<file path="config.mk">
export PLATFORM = sky130hd
export DESIGN_NAME = cpp3d_ram
export DESIGN_NICKNAME = d
export VERILOG_FILES = /design/src/rtl/cpp3d_ram.sv
export SDC_FILE = /design/constraint.sdc
export NUM_CORES = 1
export LEC_CHECK = 0
export BUFFER_PORTS_ARGS = -buffer_cell sky130_fd_sc_hd__buf_2
export CAP_MARGIN = 5
export CORE_MARGIN = 1.5
export CORE_UTILIZATION = 47
export DETAILED_ROUTE_END_ITERATION = 10
export GPL_TIMING_DRIVEN = 1
export MAX_ROUTING_LAYER = met4
export SLEW_MARGIN = 30
export SYNTH_ARGS = -nofsm -noshare
export SYNTH_HDL_FRONTEND = slang
export SYNTH_SLANG_ARGS = --single-unit
</file>
<file path="constraint.sdc">
create_clock -name clk -period 5 [get_ports clk]
set_input_delay 0.5 -clock clk [delete_from_list [all_inputs] [get_ports clk]]
set_output_delay 0.5 -clock clk [all_outputs]
set_load 0.1 [all_outputs]
</file>
<file path="src/rtl/cpp3d_ram.sv">
`timescale 1ns / 1ps
`default_nettype none
// ----------------------------------------------------------------------------
// Generic simple dual-port RAM
// One write port and one read port, read data registered.
// ----------------------------------------------------------------------------
module cpp3d_ram #(
	parameter int WIDTH     = 8,
	parameter int DEPTH     = 16,
	parameter int ADDR_BITS = (DEPTH > 1) ? $clog2(DEPTH) : 1
) (
	input  wire logic                 clk,
	input  wire logic                 wr_en,
	input  wire logic [ADDR_BITS-1:0] wr_addr,
	input  wire logic [WIDTH-1:0]     wr_data,
	input  wire logic                 rd_en,
	input  wire logic [ADDR_BITS-1:0] rd_addr,
	output logic      [WIDTH-1:0]     rd_data
);

	logic [WIDTH-1:0] mem_q [DEPTH];

	// Write port.
	always_ff @(posedge clk) begin
		if (wr_en) begin
			mem_q[wr_addr] <= wr_data;
		end
	end

	// Registered read port.
	always_ff @(posedge clk) begin
		if (rd_en) begin
			rd_data <= mem_q[rd_addr];
		end
	end

endmodule
`default_nettype wire

</file>
== Yosys cells after proc, flatten, opt, wreduce, memory -nomap -nowiden ==
Memory sizes are Yosys's and may differ from the RTL's. A register that Yosys moved wholly into a read port is not among the register bits.
Index checks and enable logic that the tools add are counted.

* Muxes and demuxes: 2

{| class="wikitable"
|+ Operators by type and width
! cell !! number
|-
| 1-bit 2-to-1 mux || 2
|}

* RAM bits: 128
* Register bits after elaboration: 0
* Output and inout bits: 8
* Memories: 1
* Word-level logic and storage cells: 3

{| class="wikitable"
|+ Memories
! memory !! words !! bits a word !! read ports !! clocked after memory_dff !! wr ports !! line !! RTL
|-
| mem_q || 16 || 8 || 1 || 1 || 1 || 21 || <nowiki>logic [WIDTH-1:0] mem_q [DEPTH];</nowiki>
|}

== Depth between registers and ports, before layout ==
* Depth after elaboration: 2
* Gate-level depth with buffers: 5
* Depth with buffers taken out: 3

== Worst setup path before layout ==
Ideal clock, no wire load.

* Path type: input -> register
* Start: input wr_addr[2]
* End: memory mem_q[0][0] (enable)
* Setup slack: 3.007 ns
* Data required time: 4.617 ns
* Stages: 2
* Path buffers: 0
* Data arrival time: 1.610 ns
* Setup time: 0.383 ns
* Cell sequence: or3b_2 nor3_1

{| class="wikitable"
|+ RTL lines
! what !! line !! RTL
|-
| start: declaration || 14 || <nowiki>input wire logic [ADDR_BITS-1:0] wr_addr,</nowiki>
|-
| end: declaration || 21 ||
|}

Straight into the memory's write port.

==> qor.csv <==
stage,metric,value,unit
worst_setup_path,cp_slowest_cell,mux4_2,
grt,grt_max_degree,33,
drt,routed_wl,9950,um
synthesis,synth_top_family_by_area,multiplexers,
grt,grtUsageTotal,19.4,%
sta,setup_violations,0,
power,leakagePower,0.00200,uW
synthesis,yosysUniqueCellTypes,18,
synthesis,synth_xor_area_share,0,%
sta,max_freq,497,MHz
sta,hold_viol,0,
sta,min_period,2.01,ns
sta,fin_ws,2.99,ns
worst_setup_path,required,5.25,ns
worst_setup_path,cp-startpoint,rd_addr[0],
worst_setup_path,slowest_delay,0.55,ns
final_layout,syn_to_final_growth,15.6,%
synthesis,muxShareOfSynthArea,14.8,%
place,dp_hpwl,5980,um
synthesis,post_synth_fa_ha_maj_area_fraction,0,%
synthesis,syn-num-nets,248,
cts,clock-root-buffer,clkbuf_8,
die,initial_utilization,48.2,%
outcome,status,completed,
worst_setup_path,r2r-start,mem_q[3][4],
sta,maxSlewViolCount,0,
synthesis,ys_seq_area_share,78.1,%
worst_setup_path,worstPathArrival,2.27,ns
drt,via_per_inst,5.65,
final_layout,diodes,0,
final_layout,final_util,55.7,%
min_path,hold_path_class,in -> reg,
sta,skew,0.00804,ns
power,ir_drop,0.000216,V
sta,rsz0062_at_grt,no,
drt,initialDrtViolationCount,229,
sta,tightest_slew,0.922,ns
place,globalplace.congestion,0.733,
sta,relSlewSlack,38.2,%
drt,route.vias.total,2373,
worst_setup_path,cp_max_fo,20,
worst_setup_path,critical-path-top-delay-family,buffers and inverters,
cts,h-tree-depth,4,
synthesis,synth_seq_cells,136,
worst_setup_path,path_class,in -> reg,
sta,finalSetupTns,0,ns
die,core_area,0.0108,mm2
synthesis,netlist_instances,229,
cts,cts_tree,built,
cts,cts.path.max_buffers,2,
grt,grt_pass1_wl,15000,um
synthesis,syn-mean-instance-area,22.8,um2
cts,post_cts_buffers,0,
worst_setup_path,r2r_slack,3.41,ns
cts,cts_resized,0,
synthesis,ys_warn_count,0,
cts,cts_buffers,17,
drt,ant_nets,0,
worst_setup_path,start_kind,primary input,
die,die_h,108,um
power,p_total,2620,uW
power,power_density,434,mW/mm2
worst_setup_path,cp-end-kind,flop,
min_path,hp-start,rd_en,
synthesis,synth_compound_area_share,2.30,%
worst_setup_path,path_cells,"buf_2, buf_4, mux4_2, a22oi_1, nand2_1",
die,io_pins,27,
final_layout,nFillCells,812,
grt,grt_pass1_vias,2504,
cts,worstSkewPairLatency,0.52,ns
grt,grt-ovfl-total,0,
grt,grt_antenna_before_repair,0,
die,die_w,108,um
final_layout,drive_gt1_share,27.5,%
run,maxCapViolCount,0,
cts,clkTransAtPathRegs,0.06,ns
die,rows,38,
place,pre_cts_ws,2.39,ns
cts,cts_hold_buf,0,
cts,cts_sinks,136,
worst_setup_path,cp_num_buf_inv,2,
place,port_buffers,26,
synthesis,synth_area,0.00523,mm2
drt,drc_errors,0,
synthesis,synthSimpleGateAreaFrac,3.14,%
final_layout,finalNetCount,286,
drt,routedWlPerCell,23.7,um
drt,firstDrtPassIters,5,
sta,fin_crit_sh,40.2,%
die,die_area,0.0118,mm2
-- through the flow --
stage | instance area [um2] | cells | hold slack [ns]
2_1_floorplan | 5230 | 229 | 0.599
3_3_place_gp | 5480 | 388 | 0.734
3_5_place_dp | 5480 | 388 | 0.746
4_1_cts | 6040 | 420 | 0.339
5_1_grt | 6040 | 420 | 0.337
6_report | 6040 | 420 | 0.360
-- worst paths after layout --
check	end	depth (start not counted)
setup / recovery	rd_data[7]	5
hold / removal	rd_data[6]	1
setup reg to reg	rd_data[4]	3
hold reg to reg	rd_data[7]	3
-- power breakdown --
part           leakage, uW  total (uW)  internal, uW  switching [uW]
Sequential         0.00124        1290          1290            5.95
Clock             0.000272        1180           748             431
Combinational     0.000490         151          45.1             106
Total              0.00200        2620          2080             543
-- registers in the layout (all words and copies together), names as in the netlist --
name,count
mem_q,128
rd_data,8
-- layout make-up --
| type | instances | area (um2) | share of cell area [%] |
|---|---|---|---|
| Clock buffer | 20 | 425 | 7.04 |
| Clock inverter | 12 | 133 | 2.20 |
| Multi-Input combinational cell | 83 | 1070 | 17.7 |
| Sequential cell | 136 | 4080 | 67.6 |
| Tap cell | 140 | 175 | 2.90 |
| Timing Repair Buffer | 29 | 153 | 2.53 |
-- synthesized netlist by cell type --
| library cell | instances | area, um2 |
|---|---|---|
| a22oi_1 | 16 | 120 |
| and2_1 | 1 | 6.26 |
| and2b_1 | 1 | 7.51 |
| buf_2 | 3 | 15.0 |
| buf_4 | 1 | 7.51 |
| buf_6 | 3 | 33.8 |
| clkdlybuf4s25_2 | 3 | 30.0 |
| edfxtp_1 | 136 | 4080 |
| mux4_1 | 14 | 368 |
| mux4_2 | 18 | 405 |
| nand2_1 | 9 | 33.8 |
| nand2b_1 | 2 | 12.5 |
| nand3_1 | 1 | 5.00 |
| nand3b_1 | 2 | 15.0 |
| nor2_1 | 13 | 48.8 |
| nor2b_1 | 1 | 6.26 |
| nor3_1 | 4 | 20.0 |
| or3b_2 | 1 | 8.76 |
-- cell families after synthesis --
family / count (synthesis)
AO/OA/AOI/OAI: 16
buffers and inverters: 10
flip-flops: 136
multiplexers: 32
AND/OR/NAND/NOR: 35
-- layer usage --
layer | vias to the layer above | track usage [%] | wire (um)
li1 | 1056 | - | -
met1 | 1240 | 26.8 | 4440
met2 | 73 | 28.3 | 4980
met3 | 4 | 5.12 | 464
met4 | 0 | 6.77 | 68
met5 | - | - | 0
-- cells in the final DEF, fill, tap and decap left out, drive strengths merged --
master / instances
clkbuf: 20
nand3: 1
nor2b: 1
or3b: 1
nand2b: 2
mux4: 32
bufinv: 3
nor2: 13
a22oi: 16
buf: 29
nor3: 4
and2b: 1
nand2: 9
clkinvlp: 1
nand3b: 2
clkinv: 8
and2: 1
edfxtp: 136
(Power assumes the default switching activity.)
