[config.mk]
export PLATFORM = sky130hd
export DESIGN_NAME = cpp3d_dist
export DESIGN_NICKNAME = d
export VERILOG_FILES = /design/src/rtl/cpp3d_pkg.sv /design/src/rtl/cpp3d_dist.sv
export SDC_FILE = /design/constraint.sdc
export NUM_CORES = 2
export LEC_CHECK = 0
export ABC_AREA = 0
export BUFFER_PORTS_ARGS = -buffer_cell sky130_fd_sc_hd__buf_4
export CAP_MARGIN = 30
export CORE_MARGIN = 10
export CORE_UTILIZATION = 40
export CTS_BUF_LIST = sky130_fd_sc_hd__clkbuf_16
export DETAILED_ROUTE_END_ITERATION = 7
export SYNTH_ARGS = -nofsm -noshare
export SYNTH_HDL_FRONTEND = slang
export SYNTH_SLANG_ARGS = --single-unit
export TNS_END_PERCENT = 100
[constraint.sdc]
create_clock -name clk -period 7.8 [get_ports clk]
set_clock_uncertainty 0.1 [all_clocks]
set_input_delay 1.17 -clock clk [delete_from_list [all_inputs] [get_ports clk]]
set_output_delay 1.17 -clock clk [all_outputs]
set_load 0.01 [all_outputs]
[src/rtl/cpp3d_pkg.sv]
`timescale 1ns / 1ps
`default_nettype none
// ----------------------------------------------------------------------------
// Closest pair of points in 3-D: shared types and constants
// Field widths of the point and result beats, the point word kept in the
// store, and the step record passed down the square-root cell chain.
// ----------------------------------------------------------------------------
package cpp3d_pkg;

	// Fixed field widths.
	localparam int COORD_BITS = 22;
	localparam int SQ_BITS    = 45;
	localparam int ROOT_BITS  = 23;
	localparam int IDX_BITS   = 10;

	// Derived widths for the distance datapath and the root chain.
	localparam int SQR_BITS = 2 * COORD_BITS;
	localparam int SUM_BITS = SQR_BITS + 2;
	localparam int RAD_BITS = 2 * ROOT_BITS;
	localparam int REM_BITS = ROOT_BITS + 2;

	// One incoming point beat.
	typedef struct packed {
		logic [COORD_BITS-1:0] coord_x;
		logic [COORD_BITS-1:0] coord_y;
		logic [COORD_BITS-1:0] coord_z;
		logic                  last_point;
	} point_in_t;

	// One result beat.
	typedef struct packed {
		logic [SQ_BITS-1:0]   min_sq_distance;
		logic [ROOT_BITS-1:0] min_root;
		logic [IDX_BITS-1:0]  first_index;
		logic [IDX_BITS-1:0]  second_index;
		logic                 pair_found;
		logic                 overflow;
	} pair_out_t;

	// A point as held in the store.
	typedef struct packed {
		logic [COORD_BITS-1:0] x;
		logic [COORD_BITS-1:0] y;
		logic [COORD_BITS-1:0] z;
	} point_t;

	// Partial state of the digit-by-digit square root.
	typedef struct packed {
		logic                 vld;
		logic [REM_BITS-1:0]  rem;
		logic [ROOT_BITS-1:0] root;
		logic [RAD_BITS-1:0]  rad;
	} root_step_t;

endpackage
`default_nettype wire

[src/rtl/cpp3d_dist.sv]
`timescale 1ns / 1ps
`default_nettype none
// ----------------------------------------------------------------------------
// Squared distance pipeline
// Three stages: absolute differences, squares, saturating sum. The index
// of the stored point travels with its data.
// ----------------------------------------------------------------------------
module cpp3d_dist
	import cpp3d_pkg::*;
#(
	parameter int IDX_W = 10
) (
	input  wire logic               clk,
	input  wire logic               arst_n,
	input  wire logic               in_vld,
	input  wire logic [IDX_W-1:0]   in_idx,
	input  wire point_t             a,
	input  wire point_t             b,
	output logic                    out_vld,
	output logic      [IDX_W-1:0]   out_idx,
	output logic      [SQ_BITS-1:0] out_sq,
	output logic                    busy
);

	logic                  vld_s1, vld_s2, vld_s3;
	logic [IDX_W-1:0]      idx_s1, idx_s2, idx_s3;
	logic [COORD_BITS-1:0] dx_s1, dy_s1, dz_s1;
	logic [SQR_BITS-1:0]   sx_s2, sy_s2, sz_s2;
	logic [SQ_BITS-1:0]    sq_s3;
	logic [SUM_BITS-1:0]   sum;

	// Valid bits of the three stages.
	always_ff @(posedge clk or negedge arst_n) begin
		if (!arst_n) begin
			vld_s1 <= 1'b0;
			vld_s2 <= 1'b0;
			vld_s3 <= 1'b0;
		end else begin
			vld_s1 <= in_vld;
			vld_s2 <= vld_s1;
			vld_s3 <= vld_s2;
		end
	end

	// Stage 1: absolute coordinate differences.
	always_ff @(posedge clk) begin
		idx_s1 <= in_idx;
		dx_s1  <= (a.x >= b.x) ? (a.x - b.x) : (b.x - a.x);
		dy_s1  <= (a.y >= b.y) ? (a.y - b.y) : (b.y - a.y);
		dz_s1  <= (a.z >= b.z) ? (a.z - b.z) : (b.z - a.z);
	end

	// Stage 2: one multiplier per axis.
	always_ff @(posedge clk) begin
		idx_s2 <= idx_s1;
		sx_s2  <= SQR_BITS'(dx_s1) * SQR_BITS'(dx_s1);
		sy_s2  <= SQR_BITS'(dy_s1) * SQR_BITS'(dy_s1);
		sz_s2  <= SQR_BITS'(dz_s1) * SQR_BITS'(dz_s1);
	end

	// Stage 3: sum, clamped to the result width.
	assign sum = SUM_BITS'(sx_s2) + SUM_BITS'(sy_s2) + SUM_BITS'(sz_s2);

	always_ff @(posedge clk) begin
		idx_s3 <= idx_s2;
		sq_s3  <= (|sum[SUM_BITS-1:SQ_BITS]) ? '1 : sum[SQ_BITS-1:0];
	end

	assign out_vld = vld_s3;
	assign out_idx = idx_s3;
	assign out_sq  = sq_s3;
	assign busy    = vld_s1 | vld_s2 | vld_s3;

endmodule
`default_nettype wire

Word level (Yosys, flattened, before mapping)
Index checks and enable logic that the tools add are counted.

storage, ports and cells
  flip-flop bits (word level) = 276
  word-level logic and storage cells = 32

operators by class
  add/subtract/negate cells = 8
  $mul = 3
  order comparisons = 3
  multiplexer cells = 3
  bitwise logic cells = 2

operators with widths
  cell                                            number
  22-bit by 22-bit multiplier with 44-bit output  3
  22-bit subtractor                               6
  22-bit >= comparator                            3
  22-bit two-way mux                              3
  45-bit by 44-bit adder with 46-bit output       1
  44-bit by 44-bit adder with 45-bit output       1
  1-bit OR                                        2

Logic depth before layout (Yosys ltp)
  depth after elaboration = 2
  depth in mapped cells = 28

Worst setup path after synthesis
OpenSTA, ideal clock, no wires.

  path kind = reg-to-reg
  start point = reg dz_s1[6]
  end point = reg sz_s2[42]
  library setup time = 0.126 ns
  arrival = 6.971 ns
  data required time = 7.574 ns
  slack = 0.603 ns
  stages on the path, launching flop included = 28
  period minus slack after synthesis = 7.197 ns
  path through = dfxtp_1 clkbuf_1 clkbuf_1 nand2_1 fa_1 inv_1 fa_1 inv_1 fa_1 inv_1 fa_1 fa_1 fa_1 inv_1 fa_1 inv_1 ha_1 buf_2 a2111oi_0 o21ai_1 a221o_1 a221oi_2 o311ai_1 a41oi_2 o221ai_1 a21oi_1 a22oi_1 xor2_1

on the way
  word-level cells in the longest chain between the ends = 1

ends and longest elaborated chain
  element                                         RTL line          text
  from (decl)                                     cpp3d_dist.sv:27  logic [COORD_BITS-1:0] dx_s1, dy_s1, dz_s1;
  from (signal assigned)                          cpp3d_dist.sv:50  dz_s1 <= (a.z >= b.z) ? (a.z - b.z) : (b.z - a.z);
  22-bit by 22-bit multiplier with 44-bit output  cpp3d_dist.sv:58  sz_s2 <= SQR_BITS'(dz_s1) * SQR_BITS'(dz_s1);
  to (signal assigned)                            cpp3d_dist.sv:58
  to (decl)                                       cpp3d_dist.sv:28  logic [SQR_BITS-1:0] sx_s2, sy_s2, sz_s2;

Every way passes these cells.
A chain may end at the register's enable or synchronous reset.

Worst setup path after layout
  start point = reg dy_s1[15]
  end point = reg sy_s2[41]

on the way
  word-level cells in the longest chain between the ends = 1

ends and longest elaborated chain
  element                                         RTL line          text
  from (decl)                                     cpp3d_dist.sv:27
  from (signal assigned)                          cpp3d_dist.sv:49  dy_s1 <= (a.y >= b.y) ? (a.y - b.y) : (b.y - a.y);
  22-bit by 22-bit multiplier with 44-bit output  cpp3d_dist.sv:57  sy_s2 <= SQR_BITS'(dy_s1) * SQR_BITS'(dy_s1);
  to (signal assigned)                            cpp3d_dist.sv:57
  to (decl)                                       cpp3d_dist.sv:28

Every way passes these cells.

==> impl_metrics.tcl <==
set metrics [dict create \
    core_um2 139000 \
    path_cells "and2_1, ha_1, xor2_1, fa_1, fa_1, inv_1, fa_1, fa_1, fa_1, fa_1, ha_1, a21oi_1, o21ai_0, a41oi_1, o2111ai_2, a211oi_2, o211ai_1, a221oi_2, o21bai_1, a21o_1, xor2_1" \
    finalHoldViolations 0 \
    yosysSeqAreaShare 0.0980 \
    hold_buffers 0 \
    initial_utilization 0.402 \
    setup_violations 0 \
    startpoint_type "flop" \
    grt_start_max_net_pins 35 \
    ys.flop_type "dfxtp_1" \
    crit_top_cell "fa_1" \
    antenna_found_initial 2 \
    r2r_cells 21 \
    grt_pass1_vias 43810 \
    status "completed" \
    synth_edf_count 0 \
    fin_crit_sh 0.955 \
    wl_um 142000 \
    holdCritPathClass "primary input to async pin" \
    worstPathRequired_ns 8.21 \
    synth.ff_latch_count 273 \
    tightestPinTransition_ns 0.926 \
    nFillCells 13763 \
    final_core_util 0.439 \
    wire_per_inst_um 17.4 \
    ys_top_cells_by_area "fa_1 38%, ha_1 15%, inv_1 10%" \
    clk_pin_slew_ns 0.06 \
    gp_congestion 0.899 \
    die_area_um2 155000 \
    clock-sinks 273 \
    drc 0 \
    end_kind "flop" \
    r2r_slack_ns 0.35 \
    rr_startpoint "dy_s1[15]" \
    avgSynthCellArea_um2 9.14 \
    overflow 0 \
    area_growth_pct 9.18 \
    critPathSlowestCell "dfxtp_1" \
    numCtsBuffers 37 \
    clk_latency_ns 0.66 \
    cts_setup_buffers 0 \
    fmax_ghz 0.134 \
    cp_data_arrival_time_ns 7.85 \
    path_class "flop to flop" \
    rows 137 \
    synthCells 6119 \
    slew_headroom 0.382 \
    async_reset_ff_frac 0.0110 \
    layout.nets 8138 \
    slew_viol_final 0 \
    rsz0062_at_grt "false" \
    vias_per_cell 4.94 \
    die_h_um 394 \
    die_w_um 394 \
    cts_tree "built" \
    route.vias.total 40313 \
    synth.largest_area_cell "fa_1" \
    hold_ws_ns 0.201 \
    yosysTopAreaCellShare 0.384 \
    grt_usage 0.186 \
    drive_gt1_frac 0.0667 \
    cts-root-buf "clkbuf_16" \
    slowest_delay_ns 0.78 \
    path_max_fanout 14 \
    dp_hpwl_um 120000 \
    max-cap-violations 0 \
    drtIter0Drc 2544 \
    netlist_area_um2 55900 \
    h-tree-depth 2 \
    ys_types 87 \
    r2r_end "sy_s2[41]" \
    port_buffers 201 \
    finalCriticalPeriod_ns 7.45 \
    ant_nets 0 \
    pin_count 202 \
    grt_pass1_wl_um 234000 \
    cts.path.max_buffers 3 \
    fin_tns_setup_ns 0 \
    first_pass_iters 6 \
    yosys_warnings 0 \
]
-- layout make-up --
type,instances,area (um^2),area share
clock inverter,28,337,0.00551
sequential,273,5490,0.0899
antenna,3,7.51,0.000123
clock buffer,37,926,0.0152
multi-input combinational,4157,44100,0.722
tap,1876,2350,0.0384
timing repair buffer,301,2300,0.0376
inverter,1484,5570,0.0912
-- through the flow --
| stage | setup slack (ns) | std cells | area (um^2) |
|---|---|---|---|
| 6_report | 0.355 | 8159 | 61100 |
| 4_1_cts | 0.332 | 8156 | 61100 |
| 5_1_grt | 0.00239 | 8156 | 61100 |
| 2_1_floorplan | 0.603 | 6121 | 55900 |
| 3_3_place_gp | 0.475 | 8090 | 59800 |
| 3_5_place_dp | 0.363 | 8091 | 59800 |
-- worst max-delay path: cells and delay by family, from the launching register on --
| kind | cells | cell delay (ns) |
|---|---|---|
| AND/OR/NAND/NOR | 1 | 0.25 |
| XOR/XNOR | 2 | 0.42 |
| AO/OA/AOI/OAI | 9 | 2.07 |
| buffers and inverters | 1 | 0.06 |
| flip-flops | 1 | 0.78 |
| adder cells (fa/ha/maj) | 8 | 3.65 |
-- how the worst max path moves through the flow --
stage | startpoint | endpoint | slack, ns | depth (start not counted)
detailed placement | dy_s1[4] | sy_s2[40] | 0.36 | 23
global route | dx_s1[9] | sx_s2[40] | 0.002 | 22
global placement | dz_s1[7] | sz_s2[42] | 0.48 | 22
CTS | dy_s1[4] | sy_s2[42] | 0.33 | 23
floorplan | dz_s1[6] | sz_s2[42] | 0.60 | 27
finish | dy_s1[15] | sy_s2[41] | 0.35 | 21
-- cells in the final DEF, fill, tap and decap left out, types with 7 or more instances in the layout --
cell type  instances
nor2b_1           57
o41ai_1            7
and4_1             7
a21oi_1          255
and2_1           284
o21ai_0           96
buf_4            298
o31ai_1           12
o21a_1            22
a41oi_1           10
mux2i_1           23
nand3_1           43
dfxtp_1          260
ha_1             666
and3_1            26
xor2_1           107
nor3_1            42
a31o_2            11
nand2_1          553
or2_2             15
fa_1            1073
a31oi_1           31
nand2b_1          22
nor2_1           185
a221oi_1          10
o21bai_1          37
o211ai_1          17
a211oi_1          25
dfxtp_2           10
clkbuf_16         37
or3_1             10
a21o_1           151
xnor2_1          160
o22ai_1            8
inv_1           1488
o21ai_1           41
nand4_1           31
mux2_2             9
-- registers in the layout, summed over array words and instances, names as in the netlist --
name	count
vld_s1	1
dz_s1	22
out_sq	45
dy_s1	22
out_vld	1
vld_s2	1
idx_s1	10
sz_s2	43
idx_s2	10
sx_s2	43
sy_s2	43
dx_s1	22
out_idx	10
-- cells by family (layout without fill, tap and decap cells) --
logic type               count (synthesis)  in the layout  share of synthesized area
flip-flops                             273            273                     0.0980
AO/OA/AOI/OAI                          814            814                     0.0952
XOR/XNOR                               267            267                     0.0418
multiplexers                            35             35                    0.00653
AND/OR/NAND/NOR                       1296           1296                      0.111
other                                    1              6                  0.0000670
adder cells (fa/ha/maj)               1742           1742                      0.533
buffers and inverters                 1691           1850                      0.114
-- cell usage after synthesis, types with 41 or more instances --
cell type and number:
nor2b_1 57, nand3_1 43, nor2_1 185, clkbuf_1 180, xnor2_1 160, nor3_1 42, nand2_1 553, fa_1 1073
xor2_1 107, a21oi_1 256, a21o_1 151, o21ai_1 41, inv_1 1484, o21ai_0 96, ha_1 666, and2_1 284
dfxtp_1 270
-- routing by layer --
metal | wire (um) | up-vias | track usage
met5 | 0 | - | 0
met4 | 4160 | 0 | 0.0505
met3 | 7650 | 185 | 0.0321
met2 | 68500 | 933 | 0.317
met1 | 61300 | 20148 | 0.243
li1 | - | 19047 | -
-- what timing repair did --
item	CTS	global route
endpoints found under the setup margin	0	4
hold endpoints to repair	0	0
resized for setup	0	10
Power is not shown: default switching activity piles up to over one toggle a cycle in this logic, so the estimate is an artifact.
