## config.mk

```make
export PLATFORM = sky130hd
export DESIGN_NAME = cpp3d_root_chain
export DESIGN_NICKNAME = d
export VERILOG_FILES = /design/src/rtl/cpp3d_pkg.sv /design/src/rtl/cpp3d_root_cell.sv /design/src/rtl/cpp3d_root_chain.sv
export SDC_FILE = /design/constraint.sdc
export NUM_CORES = 2
export LEC_CHECK = 0
export ABC_AREA = 1
export BUFFER_PORTS_ARGS = -buffer_cell sky130_fd_sc_hd__buf_2
export CORE_ASPECT_RATIO = 0.9
export CORE_MARGIN = 3
export CORE_UTILIZATION = 35
export CTS_CLUSTER_DIAMETER = 80
export CTS_CLUSTER_SIZE = 20
export DETAILED_ROUTE_END_ITERATION = 10
export MAX_ROUTING_LAYER = met4
export PLACE_DENSITY = 0.54
export SETUP_SLACK_MARGIN = 0.5
export SLEW_MARGIN = 20
export SYNTH_ARGS = -nofsm -noshare
export SYNTH_HDL_FRONTEND = slang
export SYNTH_HIERARCHICAL = 1
export SYNTH_SLANG_ARGS = --single-unit
```

## constraint.sdc

```tcl
create_clock -name clk -period 3.59 [get_ports clk]
set_input_delay 0 -clock clk [delete_from_list [all_inputs] [get_ports clk]]
set_output_delay 0 -clock clk [all_outputs]
set_load 0.01 [all_outputs]
```

## src/rtl/cpp3d_pkg.sv

```systemverilog
`timescale 1ns / 1ps
`default_nettype none
// ----------------------------------------------------------------------------
// Closest pair of points in 3-D: shared types and constants
// Field widths of the point and result beats, the point word kept in the
// store, and the step record passed down the square-root cell chain.
// ----------------------------------------------------------------------------
package cpp3d_pkg;

	// Fixed field widths.
	localparam int COORD_BITS = 22;
	localparam int SQ_BITS    = 45;
	localparam int ROOT_BITS  = 23;
	localparam int IDX_BITS   = 10;

	// Derived widths for the distance datapath and the root chain.
	localparam int SQR_BITS = 2 * COORD_BITS;
	localparam int SUM_BITS = SQR_BITS + 2;
	localparam int RAD_BITS = 2 * ROOT_BITS;
	localparam int REM_BITS = ROOT_BITS + 2;

	// One incoming point beat.
	typedef struct packed {
		logic [COORD_BITS-1:0] coord_x;
		logic [COORD_BITS-1:0] coord_y;
		logic [COORD_BITS-1:0] coord_z;
		logic                  last_point;
	} point_in_t;

	// One result beat.
	typedef struct packed {
		logic [SQ_BITS-1:0]   min_sq_distance;
		logic [ROOT_BITS-1:0] min_root;
		logic [IDX_BITS-1:0]  first_index;
		logic [IDX_BITS-1:0]  second_index;
		logic                 pair_found;
		logic                 overflow;
	} pair_out_t;

	// A point as held in the store.
	typedef struct packed {
		logic [COORD_BITS-1:0] x;
		logic [COORD_BITS-1:0] y;
		logic [COORD_BITS-1:0] z;
	} point_t;

	// Partial state of the digit-by-digit square root.
	typedef struct packed {
		logic                 vld;
		logic [REM_BITS-1:0]  rem;
		logic [ROOT_BITS-1:0] root;
		logic [RAD_BITS-1:0]  rad;
	} root_step_t;

endpackage
`default_nettype wire

```

## src/rtl/cpp3d_root_cell.sv

```systemverilog
`timescale 1ns / 1ps
`default_nettype none
// ----------------------------------------------------------------------------
// Square-root cell
// Settles one bit of the root: brings down two radicand bits, tries the
// trial divisor and hands the updated partial state to the next cell.
// ----------------------------------------------------------------------------
module cpp3d_root_cell
	import cpp3d_pkg::*;
(
	input  wire logic       clk,
	input  wire logic       arst_n,
	input  wire root_step_t step_in,
	output root_step_t      step_out
);

	logic [REM_BITS-1:0]  rem_sh;
	logic [REM_BITS-1:0]  trial;
	logic                 fits;
	root_step_t           nxt;
	logic                 vld_q;
	logic [REM_BITS-1:0]  rem_q;
	logic [ROOT_BITS-1:0] root_q;
	logic [RAD_BITS-1:0]  rad_q;

	// Restoring step on the shifted remainder.
	always_comb begin
		rem_sh = {step_in.rem[REM_BITS-3:0], step_in.rad[RAD_BITS-1 -: 2]};
		trial  = {step_in.root, 2'b01};
		fits   = (rem_sh >= trial);
		nxt.vld  = step_in.vld;
		nxt.rem  = fits ? (rem_sh - trial) : rem_sh;
		nxt.root = {step_in.root[ROOT_BITS-2:0], fits};
		nxt.rad  = {step_in.rad[RAD_BITS-3:0], 2'b00};
	end

	always_ff @(posedge clk or negedge arst_n) begin
		if (!arst_n) begin
			vld_q <= 1'b0;
		end else begin
			vld_q <= nxt.vld;
		end
	end

	always_ff @(posedge clk) begin
		rem_q  <= nxt.rem;
		root_q <= nxt.root;
		rad_q  <= nxt.rad;
	end

	assign step_out = '{vld: vld_q, rem: rem_q, root: root_q, rad: rad_q};

endmodule
`default_nettype wire

```

## src/rtl/cpp3d_root_chain.sv

```systemverilog
`timescale 1ns / 1ps
`default_nettype none
// ----------------------------------------------------------------------------
// Square-root cell chain
// A row of root cells, one per result bit, giving the floor square root
// of the squared distance; each cell registers its step.
// ----------------------------------------------------------------------------
module cpp3d_root_chain
	import cpp3d_pkg::*;
(
	input  wire logic                 clk,
	input  wire logic                 arst_n,
	input  wire logic                 start,
	input  wire logic [SQ_BITS-1:0]   radicand,
	output logic                      done,
	output logic      [ROOT_BITS-1:0] root
);

	root_step_t link [ROOT_BITS+1];

	// Head of the chain: empty remainder and root, radicand zero-extended.
	assign link[0] = '{vld: start, rem: '0, root: '0, rad: RAD_BITS'(radicand)};

	for (genvar k = 0; k < ROOT_BITS; k++) begin : g_cell
		cpp3d_root_cell u_cell (
			.clk      (clk),
			.arst_n   (arst_n),
			.step_in  (link[k]),
			.step_out (link[k+1])
		);
	end

	assign done = link[ROOT_BITS].vld;
	assign root = link[ROOT_BITS].root;

endmodule
`default_nettype wire

```

Word-level counts from Yosys, hierarchy flattened
Index checks and enable logic that the tools add are counted.

Add/sub/neg operators: 22. Magnitude comparators: 23. Multiplexer cells: 22.

Operators by type and width (count): 23-bit 2-to-1 mux (21); 25-bit by 10-bit greater-or-equal comparator with 1-bit output (1); 25-bit by 11-bit greater-or-equal comparator with 1-bit output (1); 25-bit by 12-bit greater-or-equal comparator with 1-bit output (1); 25-bit by 13-bit greater-or-equal comparator with 1-bit output (1); 25-bit by 14-bit greater-or-equal comparator with 1-bit output (1); 25-bit by 15-bit greater-or-equal comparator with 1-bit output (1); 25-bit by 16-bit greater-or-equal comparator with 1-bit output (1); 25-bit by 17-bit greater-or-equal comparator with 1-bit output (1); 25-bit by 18-bit greater-or-equal comparator with 1-bit output (1); 25-bit by 19-bit greater-or-equal comparator with 1-bit output (1); 25-bit by 20-bit greater-or-equal comparator with 1-bit output (1); 25-bit by 21-bit greater-or-equal comparator with 1-bit output (1); 25-bit by 22-bit greater-or-equal comparator with 1-bit output (1); 25-bit by 23-bit greater-or-equal comparator with 1-bit output (1); 25-bit by 24-bit greater-or-equal comparator with 1-bit output (1); 25-bit by 3-bit greater-or-equal comparator with 1-bit output (1); 25-bit by 4-bit greater-or-equal comparator with 1-bit output (1); 25-bit by 5-bit greater-or-equal comparator with 1-bit output (1); 25-bit by 6-bit greater-or-equal comparator with 1-bit output (1); 25-bit by 7-bit greater-or-equal comparator with 1-bit output (1); 25-bit by 8-bit greater-or-equal comparator with 1-bit output (1); 25-bit by 9-bit greater-or-equal comparator with 1-bit output (1); 23-bit by 10-bit subtractor with 23-bit output (1); other kinds (23) (23).

Flip-flop bits (word level): 1290. Input bits: 48. Output and inout port bits: 24. Word-level logic and storage cells: 158.

Depth between registers and ports, before layout
Depth after elaboration: 2. Depth in mapped cells: 15. Mapped depth without buffers: 14.

By module
The synthesis kept the hierarchy.

By module, submodules not included: cpp3d_root_cell (g_cell[19].u_cell ...) (times used 13, cells each 606, area an instance 4346.7 um2, sequential area each 1866.8 um2); cpp3d_root_cell (g_cell[0].u_cell ...) (times used 10, cells each 608, area an instance 4351.7 um2, sequential area each 1866.8 um2); cpp3d_root_chain (times used 1, cells each 1, area an instance 3.8 um2, sequential area each 0.0 um2).

Worst setup path after synthesis
OpenSTA, ideal clock, no wires.

Path type: register to register. From: reg g_cell[9].u_cell/root_q[10] (netlist name). To: reg g_cell[10].u_cell.rem_q[21]. Library setup time: 113 ps. Data arrival time: 1696 ps. Data required time: 3477 ps. Path slack: 1781 ps. Cell stages (with the launch flop): 14. Path buffers: 1. Period minus slack after synthesis: 1809 ps. Cell sequence: dfxtp_1 inv_1 ha_1 nand2_1 inv_1 nand2_1 nand2_1 nand2_1 nand2_1 a21oi_4 nand3_4 buf_6 nand2_1 nand2_1.

RTL lines: end signal, assigned (RTL line cpp3d_root_cell.sv:46) `rem_q <= nxt.rem;`; end, declared (RTL line cpp3d_root_cell.sv:22) `logic [REM_BITS-1:0] rem_q;`.

==> results by group <==
Status
  • Outcome: finished clean

Layout
  • Share of cells above drive strength 1: 4.80%
  • Nets@finish: 13,000
  • Cell Count, Final, Fillers Out: 15,600
  • Synth-to-layout area growth: 10.1%

Die
  • Num rows: 169
  • Num ports: 72
  • Initial Util: 35.3%
  • Die area: 244,000 sq um
  • Die width: 520 um
  • Die Y: 469 um
  • Core ar.: 236,000 sq um

Power
  • Leakage power total: 51.1 nW
  • Peak supply drop: 0.656 mV
  • Total power: 94.5 mW
  • Pwr/cell area: 1030 nW/um^2

Clocking
  • TritonCTS clock tree: done
  • Post-CTS setup repair buffer count: 0
  • CTS root buf: clkbuf_16
  • # resized after CTS: 0
  • Clk Latency, worst-skew pair: 0.80 ns
  • H-tree Lvls: 3
  • CTS buffer count: 113
  • Clock Sinks: 1,564
  • Bufs on Longest Clock Path: 3
  • Worst-path clk slew: 0.09 ns

Global route
  • Largest net degree at the start of global routing: 25
  • Gr ovfl total: 0
  • Initial antenna violation count: 9
  • First-pass GRT wire length: 372 mm
  • Met3 Track Usage GR: 1.96%
  • Busiest grt layer: met2
  • Routing usage on met1: 27.5%
  • Vias in the first global route: 65,000
  • M2 GR Usage: 30.8%
  • All-Layer GR Usage: 19.8%

STA
  • Slew Limit Fails: 0
  • RSZ-0062 raised after global routing: false
  • Worst Max-Slew Pin Slew: 0.510 ns
  • Setup violations, final: 0
  • Fin. Hold Viols: 0
  • Clk_skew: 0.0727 ns
  • Setup_tns: 0 ns
  • Slew Limit Headroom: 65.9%
  • Achievable Freq: 0.358 GHz
  • Worst hold margin: 0.212 ns
  • Fin worst setup slack: 0.800 ns
  • Crit path time final: 2.79 ns
  • Period utilization: 77.7%

Job
  • MaxCap Viol Count: 0

Logic synthesis
  • Ys Warns: 6
  • Syn Area/Cell: 6.84 sq um
  • Cells after synthesis: 12,200
  • Mapped Area: 83,200 sq um

Worst setup path
  • Crit Path Class: flop to flop
  • Arrival @ worst endpoint: 3.49 ns
  • Family with the most delay on the worst path: simple AND/OR/NAND/NOR gates
  • CP most frequent cell: nand2_1
  • Critical Path Start: g_cell[3].u_cell/root_q[2]$_DFF_P_
  • Setup crit end kind: flop
  • Critical path fanouts, max: 24
  • Crit path launch type: flop
  • CP max stage delay: 0.56 ns
  • CP max-delay cell: dfxtp_1
  • Required time worst endpoint: 4.29 ns
  • R2r startpoint: g_cell[3].u_cell/root_q[2]$_DFF_P_
  • Cell breakdown of the critical path: inv_1, ha_1, nand2_1, inv_1, nand2_1, nor3b_2, nand4_4, nand3_4, nand2_1, nand2_1
  • Worst Path Buf+Inv: 2

Drt
  • DRT Pass-1 Iters: 8
  • Initial DRC count: 5,106
  • Vias per cell: 4.47
  • Antenna-violating nets left: 0
  • Via count: 69,800
  • DR DRC count: 0
  • Routed len/inst: 15.3 um
  • DRT Wirelength: 239 mm

Place
  • Inst Count DP: 15,300
  • IO Port Bufs: 71
  • Final Wtd Congestion: 0.958
  • Setup WS pre-CTS: 0.867 ns
  • Post-DP HPWL: 197 mm

Worst hold path
  • HP Class: input port to flop
  • HP Start: radicand[44]
-- tightest hold or removal path: stages --
cell and delay (ns):
dlygate4sd3_1 0.58, buf_2 0.19, nand4_1 0.11, nand2_1 0.06
-- power by group --
part           internal [mW]  total (mW)  switching [mW]
clock network           6.75        13.7            6.97
registers               22.2        26.6            4.40
logic                   18.0        54.2            36.2
-- metrics by stage --
step | instance area (sq um) | utilization (%)
final | 91600 | 38.8
after global routing | 91600 | 38.8
after CTS | 91600 | 38.8
after detailed placement | 86700 | 36.7
after global placement | 86700 | 36.7
after floorplan | 83600 | -
-- flip-flops by register name, indices dropped and copies added, names as in the netlist --
| register | cells |
|---|---|
| g_cell.u_cell/root_q | 529 |
| g_cell.u_cell/vld_q | 23 |
| g_cell.u_cell/rem_q | 506 |
| g_cell.u_cell/rad_q | 506 |
-- cell type report --
cell class | count | area (sq um)
multi-input combinational | 7910 | 41100
clock inverter | 64 | 1030
tap | 3163 | 3960
clock buffer | 122 | 2910
antenna | 7 | 17.5
fill | 25400 | 144000
timing repair buffer | 198 | 1540
inverter | 2570 | 9650
sequential | 1564 | 31400
-- cell usage in the layout, fill, tap and decap left out, types with 23 or more instances in the layout --
| master | count |
|---|---|
| clkbuf_16 | 114 |
| nor3_4 | 23 |
| inv_1 | 2534 |
| nand2_1 | 4758 |
| nand4_1 | 638 |
| and2_1 | 44 |
| nand3_4 | 46 |
| buf_4 | 33 |
| ha_1 | 574 |
| nand4_4 | 23 |
| xor2_1 | 220 |
| nor3_2 | 33 |
| dfrtp_1 | 23 |
| nand3_1 | 462 |
| nor2_1 | 531 |
| a21oi_1 | 178 |
| nor2_2 | 59 |
| o21a_1 | 23 |
| dlygate4sd3_1 | 93 |
| dfxtp_1 | 1541 |
| nor2_4 | 23 |
| a21oi_4 | 23 |
| buf_2 | 72 |
| inv_2 | 23 |
| conb_1 | 94 |
| nand3b_1 | 34 |
| nand2_2 | 23 |
-- routing by layer --
metal | wire, um | vias up
met4 | 5940 | 0
met3 | 10400 | 248
li1 | - | 37200
met2 | 104000 | 1352
met1 | 119000 | 31000
met5 | 0 | -
-- path summary, 6_finish.rpt --
path                                                 endpoint  slack, ns  depth (start not counted)
min in group asynchronous   g_cell[22].u_cell/vld_q$_DFF_PN0_       0.34                          4
max reg2reg                 g_cell[4].u_cell/rem_q[5]$_DFF_P_       0.80                         10
min reg2reg                g_cell[5].u_cell/rad_q[40]$_DFF_P_       0.29                          0
max in group asynchronous    g_cell[0].u_cell/vld_q$_DFF_PN0_       2.90                          4
max                         g_cell[4].u_cell/rem_q[5]$_DFF_P_       0.80                         10
min                         g_cell[0].u_cell/rem_q[0]$_DFF_P_       0.21                          4
-- what timing repair did --
| item | CTS | global route |
|---|---|---|
| endpoints found under the hold margin | 77 | 23 |
| hold buffers | 93 | 1 |
| setup endpoints to repair | 0 | 0 |
Note: power is estimated with default switching activity, not from simulation.
